==> src/rtl/u8u16_pkg.sv <==
// Package for the UTF-8 to UTF-16 stream decoder.
// Holds the shared types, result codes and byte-class constants. No dependencies.
package u8u16_pkg;

	typedef enum logic [1:0] {
		ST_CHAR      = 2'd0,
		ST_END_OK    = 2'd1,
		ST_END_TRUNC = 2'd2
	} status_t;

	localparam logic [1:0] PEND_NONE = 2'd0;
	localparam logic [1:0] PEND_ONE  = 2'd1;
	localparam logic [1:0] PEND_TWO  = 2'd2;

	localparam logic [7:0] BYTE_TERM  = 8'h00;
	localparam logic [7:0] LEAD_MULTI = 8'h80;
	localparam logic [7:0] LEAD_THREE = 8'hE0;

	localparam logic [15:0] MAX_UNITS_RESET = 16'hFFFF;

	// One decoded result handed from the step logic to the result register.
	typedef struct packed {
		logic        emit;
		logic [15:0] code_unit;
		status_t     status;
	} step_res_t;

endpackage

==> src/rtl/utf8_to_utf16_stream_decoder_top.sv <==
// Top level of the UTF-8 to UTF-16 (BMP) stream decoder.
// Depends on u8u16_pkg, u8u16_step and u8u16_out_reg.
//
// Channel   Direction  Handshake            Payload
// in        consumer   in_valid/in_ready    in_byte[7:0]
// out       producer   out_valid/out_ready  code_unit[15:0], status[1:0]
// cfg       consumer   cfg_valid/cfg_ready  cfg_data[15:0] (max_units)
//
// One byte is accepted per cycle unless a held byte waits. A request's result
// passes through the input register and then the result register to reach out.
// The rate is set by the state update in the step logic.
// A byte that yields a result waits in the input register while the result
// register is full and not taken; bytes that yield nothing never wait.
// Reset is asynchronous: string state clears and max_units returns to 65535.
module utf8_to_utf16_stream_decoder_top import u8u16_pkg::*; (
	input  logic        clk,
	input  logic        arst_n,
	input  logic        in_valid,
	output logic        in_ready,
	input  logic [7:0]  in_byte,
	output logic        out_valid,
	input  logic        out_ready,
	output logic [15:0] code_unit,
	output logic [1:0]  status,
	input  logic        cfg_valid,
	output logic        cfg_ready,
	input  logic [15:0] cfg_data
);

	logic        valid_s1;
	logic [7:0]  byte_s1;
	logic [15:0] max_units_q;
	step_res_t   res;
	logic        out_free;
	logic        fire_s1;

	// Register writes are always taken; the user must write only while idle, the block does not enforce it.
	assign cfg_ready = 1'b1;

	always_ff @(posedge clk or negedge arst_n) begin
		if (!arst_n) begin
			max_units_q <= MAX_UNITS_RESET;
		end else if (cfg_valid && cfg_ready) begin
			max_units_q <= cfg_data;
		end
	end

	// Advance the held byte unless its result has nowhere to go.
	assign fire_s1  = valid_s1 && (!res.emit || out_free);
	assign in_ready = !valid_s1 || fire_s1;

	always_ff @(posedge clk or negedge arst_n) begin
		if (!arst_n) begin
			valid_s1 <= 1'b0;
		end else if (in_ready) begin
			valid_s1 <= in_valid;
		end
	end

	always_ff @(posedge clk) begin
		if (in_valid && in_ready) begin
			byte_s1 <= in_byte;
		end
	end

	u8u16_step u_step (
		.clk       (clk),
		.arst_n    (arst_n),
		.fire      (fire_s1),
		.in_byte   (byte_s1),
		.max_units (max_units_q),
		.res       (res)
	);

	u8u16_out_reg u_out (
		.clk       (clk),
		.arst_n    (arst_n),
		.load      (fire_s1 && res.emit),
		.din       (res),
		.out_ready (out_ready),
		.free      (out_free),
		.out_valid (out_valid),
		.code_unit (code_unit),
		.status    (status)
	);

`ifndef SYNTH
	// End-of-string results carry a zero code unit.
	a_end_zero: assert property (@(posedge clk) disable iff (!arst_n)
		out_valid && status != ST_CHAR |-> code_unit == 16'd0)
		else $error("end result with nonzero code unit");

	// Zero values are dropped, so a character result is never zero.
	a_char_nonzero: assert property (@(posedge clk) disable iff (!arst_n)
		out_valid && status == ST_CHAR |-> code_unit != 16'd0)
		else $error("character result with zero code unit");

	// A terminator that advances lands in the result register as an end result.
	a_term_result: assert property (@(posedge clk) disable iff (!arst_n)
		fire_s1 && byte_s1 == BYTE_TERM |=> out_valid && status != ST_CHAR)
		else $error("terminator did not produce an end result");
`endif

endmodule

==> src/rtl/u8u16_step.sv <==
// Per-byte decode step and per-string state registers.
// Depends on u8u16_pkg.
module u8u16_step import u8u16_pkg::*; (
	input  logic        clk,
	input  logic        arst_n,
	input  logic        fire,
	input  logic [7:0]  in_byte,
	input  logic [15:0] max_units,
	output step_res_t   res
);

	logic [7:0]  first_byte_q, second_byte_q;
	logic [1:0]  pend_q;
	logic [15:0] units_q;
	logic        limit_q;

	logic [7:0]  first_byte_d, second_byte_d;
	logic [1:0]  pend_d;
	logic [15:0] units_d;
	logic        limit_d;

	logic        complete;
	logic [15:0] val;

	always_comb begin
		first_byte_d  = first_byte_q;
		second_byte_d = second_byte_q;
		pend_d        = pend_q;
		units_d       = units_q;
		limit_d       = limit_q;
		complete      = 1'b0;
		val           = 16'd0;
		res.emit      = 1'b0;
		res.code_unit = 16'd0;
		res.status    = ST_CHAR;

		if (in_byte == BYTE_TERM) begin
			// Terminator always reports, then clear the string state.
			res.emit      = 1'b1;
			res.status    = (!limit_q && pend_q != PEND_NONE) ? ST_END_TRUNC : ST_END_OK;
			first_byte_d  = 8'd0;
			second_byte_d = 8'd0;
			pend_d        = PEND_NONE;
			units_d       = 16'd0;
			limit_d       = 1'b0;
		end else if (!limit_q) begin
			unique case (pend_q)
				PEND_NONE: begin
					if (in_byte < LEAD_MULTI) begin
						val      = {8'd0, in_byte};
						complete = 1'b1;
					end else begin
						first_byte_d = in_byte;
						pend_d       = (in_byte < LEAD_THREE) ? PEND_ONE : PEND_TWO;
					end
				end
				PEND_ONE: begin
					pend_d   = PEND_NONE;
					complete = 1'b1;
					if (first_byte_q < LEAD_THREE)
						val = {5'd0, first_byte_q[4:0], in_byte[5:0]};
					else
						val = {first_byte_q[3:0], second_byte_q[5:0], in_byte[5:0]};
				end
				default: begin
					// Two pending (three treated alike): hold the middle byte.
					second_byte_d = in_byte;
					pend_d        = PEND_ONE;
				end
			endcase

			if (complete && val != 16'd0) begin
				if (units_q >= max_units) begin
					limit_d = 1'b1;
					pend_d  = PEND_NONE;
				end else begin
					units_d       = units_q + 16'd1;
					res.emit      = 1'b1;
					res.code_unit = val;
				end
			end
		end
	end

	always_ff @(posedge clk or negedge arst_n) begin
		if (!arst_n) begin
			first_byte_q  <= 8'd0;
			second_byte_q <= 8'd0;
			pend_q        <= PEND_NONE;
			units_q       <= 16'd0;
			limit_q       <= 1'b0;
		end else if (fire) begin
			first_byte_q  <= first_byte_d;
			second_byte_q <= second_byte_d;
			pend_q        <= pend_d;
			units_q       <= units_d;
			limit_q       <= limit_d;
		end
	end

endmodule

==> src/rtl/u8u16_out_reg.sv <==
// Result register with valid/ready toward the consumer.
// Depends on u8u16_pkg.
module u8u16_out_reg import u8u16_pkg::*; (
	input  logic        clk,
	input  logic        arst_n,
	input  logic        load,
	input  step_res_t   din,
	input  logic        out_ready,
	output logic        free,
	output logic        out_valid,
	output logic [15:0] code_unit,
	output logic [1:0]  status
);

	logic        valid_q;
	logic [15:0] code_q;
	status_t     status_q;

	// Slot can take a new result when empty or drained this cycle.
	assign free = !valid_q || out_ready;

	always_ff @(posedge clk or negedge arst_n) begin
		if (!arst_n) begin
			valid_q <= 1'b0;
		end else if (load) begin
			valid_q <= 1'b1;
		end else if (out_ready) begin
			valid_q <= 1'b0;
		end
	end

	always_ff @(posedge clk) begin
		if (load) begin
			code_q   <= din.code_unit;
			status_q <= din.status;
		end
	end

	assign out_valid = valid_q;
	assign code_unit = code_q;
	assign status    = status_q;

endmodule

==> config.mk <==
export PLATFORM = sky130hd
export DESIGN_NAME = utf8_to_utf16_stream_decoder_top
export DESIGN_NICKNAME = d
export VERILOG_FILES = /design/src/rtl/u8u16_pkg.sv /design/src/rtl/utf8_to_utf16_stream_decoder_top.sv /design/src/rtl/u8u16_step.sv /design/src/rtl/u8u16_out_reg.sv
export SDC_FILE = /design/constraint.sdc
export NUM_CORES = 1
export LEC_CHECK = 0
export ABC_AREA = 1
export BUFFER_PORTS_ARGS = -buffer_cell sky130_fd_sc_hd__buf_4
export CAP_MARGIN = 10
export CELL_PAD_IN_SITES_DETAIL_PLACEMENT = 0
export CELL_PAD_IN_SITES_GLOBAL_PLACEMENT = 1
export CORE_UTILIZATION = 45
export CTS_BUF_LIST = sky130_fd_sc_hd__clkbuf_8
export CTS_CLUSTER_SIZE = 16
export DETAILED_ROUTE_END_ITERATION = 10
export PLACE_DENSITY = 0.89
export REMOVE_ABC_BUFFERS = 1
export SETUP_SLACK_MARGIN = 0.1
export SLEW_MARGIN = 20
export SYNTH_ARGS = -nofsm -noshare
export SYNTH_HDL_FRONTEND = slang
export SYNTH_SLANG_ARGS = --single-unit
==> constraint.sdc <==
create_clock -name clk -period 4.9 [get_ports clk]
set_input_delay 0.245 -clock clk [delete_from_list [all_inputs] [get_ports clk]]
set_output_delay 0.245 -clock clk [all_outputs]
set_load 0.01 [all_outputs]
* Word-level counts from Yosys, hierarchy flattened
Index checks and enable logic that the tools add are counted.
** Word-level totals
- Register bits :: 77
- Bits in latches :: 0
- Memory bits (writable) :: 0
- ROM bits :: 0
- Input port bits :: 29
- Output and inout port bits :: 21
- Logic and storage cells :: 85
- Memories :: 0
** Cells by class
- Add/sub/neg operators :: 1
- Multipliers :: 0
- Divide/modulo/power cells :: 0
- $lt $le $gt $ge :: 4
- Eq/ne operators :: 5
- Shift operators :: 0
- Muxes and demuxes :: 38
- Bitwise gates (word level) :: 1
- Reductions and logical operators :: 25
** Operators by type and width (number)
- $mux 16 :: 7
- $mux 17 :: 3
- $mux 8 :: 5
- $pmux 16 s2 :: 1
- $lt 8x8->1 const B :: 3
- $mux 6 :: 3
- $add 16x1->16 const B :: 1
- $ge 16x16->1 :: 1
- $reduce_bool 16->1 :: 1
- $mux 2 :: 7
- $mux 1 :: 10
- $logic_not 8->1 :: 1
- $reduce_and 4->1 :: 2
- $reduce_bool 2->1 :: 4
- $ne 2x1->1 const B :: 3
- $logic_and 1x1->1 :: 5
- $logic_not 1->1 :: 4
- $pmux 2 s2 :: 1
- $reduce_or 4->1 :: 1
- $logic_or 1x1->1 :: 3
- $reduce_and 3->1 :: 1
- $eq 2x1->1 const B :: 1
- $logic_not 2->1 :: 1
- $ne 2x2->1 const B :: 1
- 4 further kinds :: 4

* Logic depth before layout (Yosys ltp)
- Word-level depth :: 15
- Depth in mapped cells :: 19
- Mapped depth without buffers :: 19

* By module
From an unflattened synthesis, not the netlist that was laid out.
** Unflattened totals
- Cells, all modules :: 497
- Area total of the unflattened synthesis :: 4230.3 um^2
** Modules (own cells, without submodules)
- u8u16_step :: instances 1, cells an instance 387, area each 2658.8 um^2, seq. area each 825.8 um^2
- utf8_to_utf16_stream_decoder_top :: instances 1, cells an instance 87, area each 985.9 um^2, seq. area each 685.7 um^2
- u8u16_out_reg :: instances 1, cells an instance 23, area each 585.6 um^2, seq. area each 565.5 um^2

* Least setup slack after synthesis
No wires, ideal clock.
- Path kind :: register to register
- Start :: reg max_units_q[7]
- End :: reg u_out.code_q[0], in the netlist u_out.code_unit[0] (enable)
- Setup time :: 349 ps
- Arrival time :: 2073 ps
- Required time :: 4551 ps
- Path slack :: 2477 ps
- Stages on the path, launching flop included :: 13
- Buffers on the path :: 0
- Clock period less this slack :: 2423 ps
- Cells stage by stage :: dfstp_2 > inv_1 > ha_1 > a21o_1 > nor2_1 > nand2_1 > nand2_1 > nand2_1 > nor2_1 > nand2_4 > o21ai_2 > nand3_2 > inv_2
** Between the ends
- Longest elaborated chain between the ends :: 9
** Ends and longest elaborated chain
- start, declared :: RTL line utf8_to_utf16_stream_decoder_top.sv:32 : logic [15:0] max_units_q;
- start signal, assigned :: RTL line utf8_to_utf16_stream_decoder_top.sv:44 : max_units_q <= cfg_data;
- $ge 16x16->1 (*) :: RTL line u8u16_step.sv:73 : if (units_q >= max_units) begin
- $mux 17 (*) :: RTL line u8u16_step.sv:73
- $mux 17 (*) :: RTL line u8u16_step.sv:72 : if (complete && val != 16'd0) begin
- $mux 17 (*) :: RTL line u8u16_step.sv:46 : end else if (!limit_q) begin
- $mux 1 (*) :: RTL line u8u16_step.sv:37 : if (in_byte == BYTE_TERM) begin
- $logic_not 1->1 :: RTL line utf8_to_utf16_stream_decoder_top.sv:49 : assign fire_s1 = valid_s1 && (!res.emit || out_free);
- $logic_or 1x1->1 :: RTL line utf8_to_utf16_stream_decoder_top.sv:49
- $logic_and 1x1->1 :: RTL line utf8_to_utf16_stream_decoder_top.sv:49
- $logic_and 1x1->1 (*) :: RTL line utf8_to_utf16_stream_decoder_top.sv:78 : .load (fire_s1 && res.emit),
- net u_out.load :: RTL line u8u16_out_reg.sv:6 : input logic load,
- end signal, assigned :: RTL line u8u16_out_reg.sv:34 : code_q <= din.code_unit;
- end, declared :: RTL line u8u16_out_reg.sv:16 : logic [15:0] code_q;
Mark *: on every way through the listed nets, which the timed path passes. The rest lies on a longest branch.
A chain may end at the register's enable or synchronous reset.

* Worst setup path after layout
- Start :: reg max_units_q[5]
- End :: reg u_out.code_q[12], in the netlist u_out.code_unit[12] (enable)
Same word-level chain as after synthesis.

==> flow_metrics.env <==
export IMPL_crit_type="reg -> reg"
export IMPL_clock_path_buffers=2
export IMPL_crit_chain="inv_1 > ha_1 > a21oi_1 > nor2_1 > nor2_1 > nand2_1 > nand2_1 > nand2_1 > nor2_1 > nand2_4 > o21ai_2 > nand3_2 > inv_2"
export IMPL_fin_setup_tns_ns=0
export IMPL_cp_start_kind="register"
export IMPL_synth_edf_count=26
export IMPL_synth_largest_area_cell="dfrtp_1"
export IMPL_cellLeakagePower_uw=0.00218
export IMPL_dr_total_vias=3121
export IMPL_postCtsSetupBuffers=0
export IMPL_slew_viol_final=0
export IMPL_core_area_um2=8680
export IMPL_drtPass1Iterations=4
export IMPL_dr_first_iter_drc_count=138
export IMPL_synth_top_area_share=0.218
export IMPL_critical_path_required_ns=4.89
export IMPL_hp_class="in -> reg"
export IMPL_clock_skew_ns=0.0190
export IMPL_syn_area_um2=4010
export IMPL_tightest_slew_ns=0.664
export IMPL_yosys_cell_count_top_type="nand2_1"
export IMPL_setup_viol=0
export IMPL_outcome="finished clean"
export IMPL_cts_tree="yes"
export IMPL_layout_nets=542
export IMPL_cap_violations=0
export IMPL_irDropWorstVdd_uv=193
export IMPL_die_w_um=96.4
export IMPL_avgSynthCellArea_um2=9.00
export IMPL_port_buffers=48
export IMPL_syn_inst=446
export IMPL_synth_seq_cells=77
export IMPL_cts_root_buf="clkbuf_8"
export IMPL_vias_per_cell=5.12
export IMPL_gr_total_overflow=0
export IMPL_design_area_um2=4640
export IMPL_synth_warnings=0
export IMPL_synth_ff_type="dfrtp_1"
export IMPL_dieArea_um2=9300
export IMPL_yosysSeqAreaShare=0.517
export IMPL_powerDensity_nw_per_um2=493
export IMPL_crit_path_end_kind="register"
export IMPL_wl_per_cell_um=13.1
export IMPL_insertion_delay_ns=0.35
export IMPL_gp_congestion=0.834
export IMPL_antenna_found_initial=0
export IMPL_grt_max_degree=52
export IMPL_grt_pass1_vias=2817
export IMPL_crit_fanout=27
export IMPL_grt_usage=0.187
export IMPL_drcViolationCount=0
export IMPL_cpPeakStageDelay_ns=0.64
export IMPL_clkSinkCount=77
export IMPL_numCtsBuffers=9
export IMPL_yosys_top_cells_count="nand2_1, inv_1, dfrtp_1"
export IMPL_netlist_top_cells_area="dfrtp_1, edfxtp_1, nand2_1, dfstp_2, inv_1"
export IMPL_timing_final_crit_share=0.660
export IMPL_rows=34
export IMPL_synth_cell_type_count=41
export IMPL_crit_family="simple AND/OR/NAND/NOR gates"
export IMPL_relSlewSlack=0.558
export IMPL_crit_slowest_cell="inv_2"
export IMPL_worstPathArrival_ns=3.22
export IMPL_fmax_mhz=309
export IMPL_worstPathBufferInverterCount=2
export IMPL_postRouteAntennaNets=0
export IMPL_fin_crit_ns=3.23
export IMPL_place_area_um2=4440
export IMPL_synthArstFlopShare=0.662
export IMPL_dp_hpwl_um=5830
export IMPL_htreeDepth=3
export IMPL_area_delta_synth_final_pct=15.6
export IMPL_rsz0062_at_grt="false"
export IMPL_grt_pass1_wl_um=13200
export IMPL_io_pins=50
export IMPL_drive_gt1_frac=0.238
export IMPL_path_clk_slew_ns=0.08
export IMPL_die_h_um=96.4
export IMPL_wl_um=7990
export IMPL_finalHoldViolCount=0
export IMPL_initial_utilization=0.463
export IMPL_antennaDiodeCount=0
[worst paths after layout]
check	startpoint	endpoint	slack, ns	cells past startpoint
max	max_units_q[5]$_DFFE_PN1P_	u_out.code_unit[12]$_SDFFCE_PP0P_	1.67	13
min	in_byte[6]	byte_s1[6]$_DFFE_PP_	0.07	1
max reg2reg	max_units_q[5]$_DFFE_PN1P_	u_out.code_unit[12]$_SDFFCE_PP0P_	1.67	13
min reg2reg	byte_s1[3]$_DFFE_PP_	u_step.first_byte_q[3]$_DFFE_PN0P_	0.49	2
max in group asynchronous	arst_n	u_step.units_q[14]$_DFFE_PN0P_	3.97	2
min in group asynchronous	arst_n	u_step.units_q[10]$_DFFE_PN0P_	0.46	2
[cell usage in the layout, fill, tap and decap left out, types with 11 or more instances in the layout]
cell      Yosys  layout
ha_1         17      17
buf_4         1      49
nand4_1      11      11
a21oi_1      13      13
o21ai_0      29      29
inv_1        57      58
edfxtp_1     26      26
nand3_1      13      13
dfrtp_1      35      35
dfstp_2      16      16
nand2_1     114     114
o21ai_2      16      16
nor2_1       32      32
[state kept, by name (all words and copies together) (netlist names)]
signal                cells
max_units_q              16
u_out.code_unit          16
u_step.units_q           16
byte_s1                   8
u_step.first_byte_q       8
u_step.second_byte_q      6
u_out.status              2
u_step.pend_q             2
u_out.out_valid           1
u_step.limit_q            1
valid_s1                  1
[logic make-up after synthesis]
| family | share of synthesized area |
|---|---|
| xor+xnor | 0.00655 |
| mux | 0.00281 |
| compound gates | 0.105 |
| buf+inv | 0.0761 |
| fa+ha+maj | 0.0530 |
| flops | 0.517 |
| other cells | 0.000934 |
| simple gates | 0.238 |
[where the power goes]
part | leakage [uW] | internal, uW | switching (uW)
registers | 0.000878 | 880 | 138
clock network | 0.000102 | 233 | 238
logic | 0.00120 | 295 | 504
[cell type report]
type,instances,area [um2]
flip-flops and latches,77,2080
fillers,815,4040
inverters,61,229
well taps,108,135
clock buffers,9,124
multi-input cells,297,1630
clock inverters,7,65.1
repair buffers,50,378
[stage by stage]
stage          hold WS [ns]   util  instances  total power [uW]  worst slack [ns]
2_1_floorplan       -0.0506      -        435              1540              2.14
6_report             0.0689  0.535        609              2290              1.67
5_1_grt              0.0584  0.535        609              2450              1.36
4_1_cts              0.0606  0.535        609              2300              1.64
3_5_place_dp          0.328  0.512        592              1830              1.66
3_3_place_gp          0.328  0.512        592              1800              1.76
[worst register-to-register path, cell delays in order, from the launching register on]
cell and delay (ns):
dfstp_2 0.52, inv_1 0.04, ha_1 0.30, a21oi_1 0.16
nor2_1 0.05, nor2_1 0.09, nand2_1 0.08, nand2_1 0.06
nand2_1 0.05, nor2_1 0.17, nand2_4 0.08, o21ai_2 0.14
nand3_2 0.47, inv_2 0.65
[metal layers]
layer / global-route usage / wire length [um]
met1: 0.268 / 3960
met3: 0.0290 / 286
met5: 0 / 0
met2: 0.285 / 3610
met4: 0.0699 / 127
[repair_timing]
| action | CTS | global route |
|---|---|---|
| hold endpoints to repair | 35 | 0 |
| resized for setup | 0 | 0 |
| hold buffers | 1 | 0 |
Power figures use the tool's default switching activity.
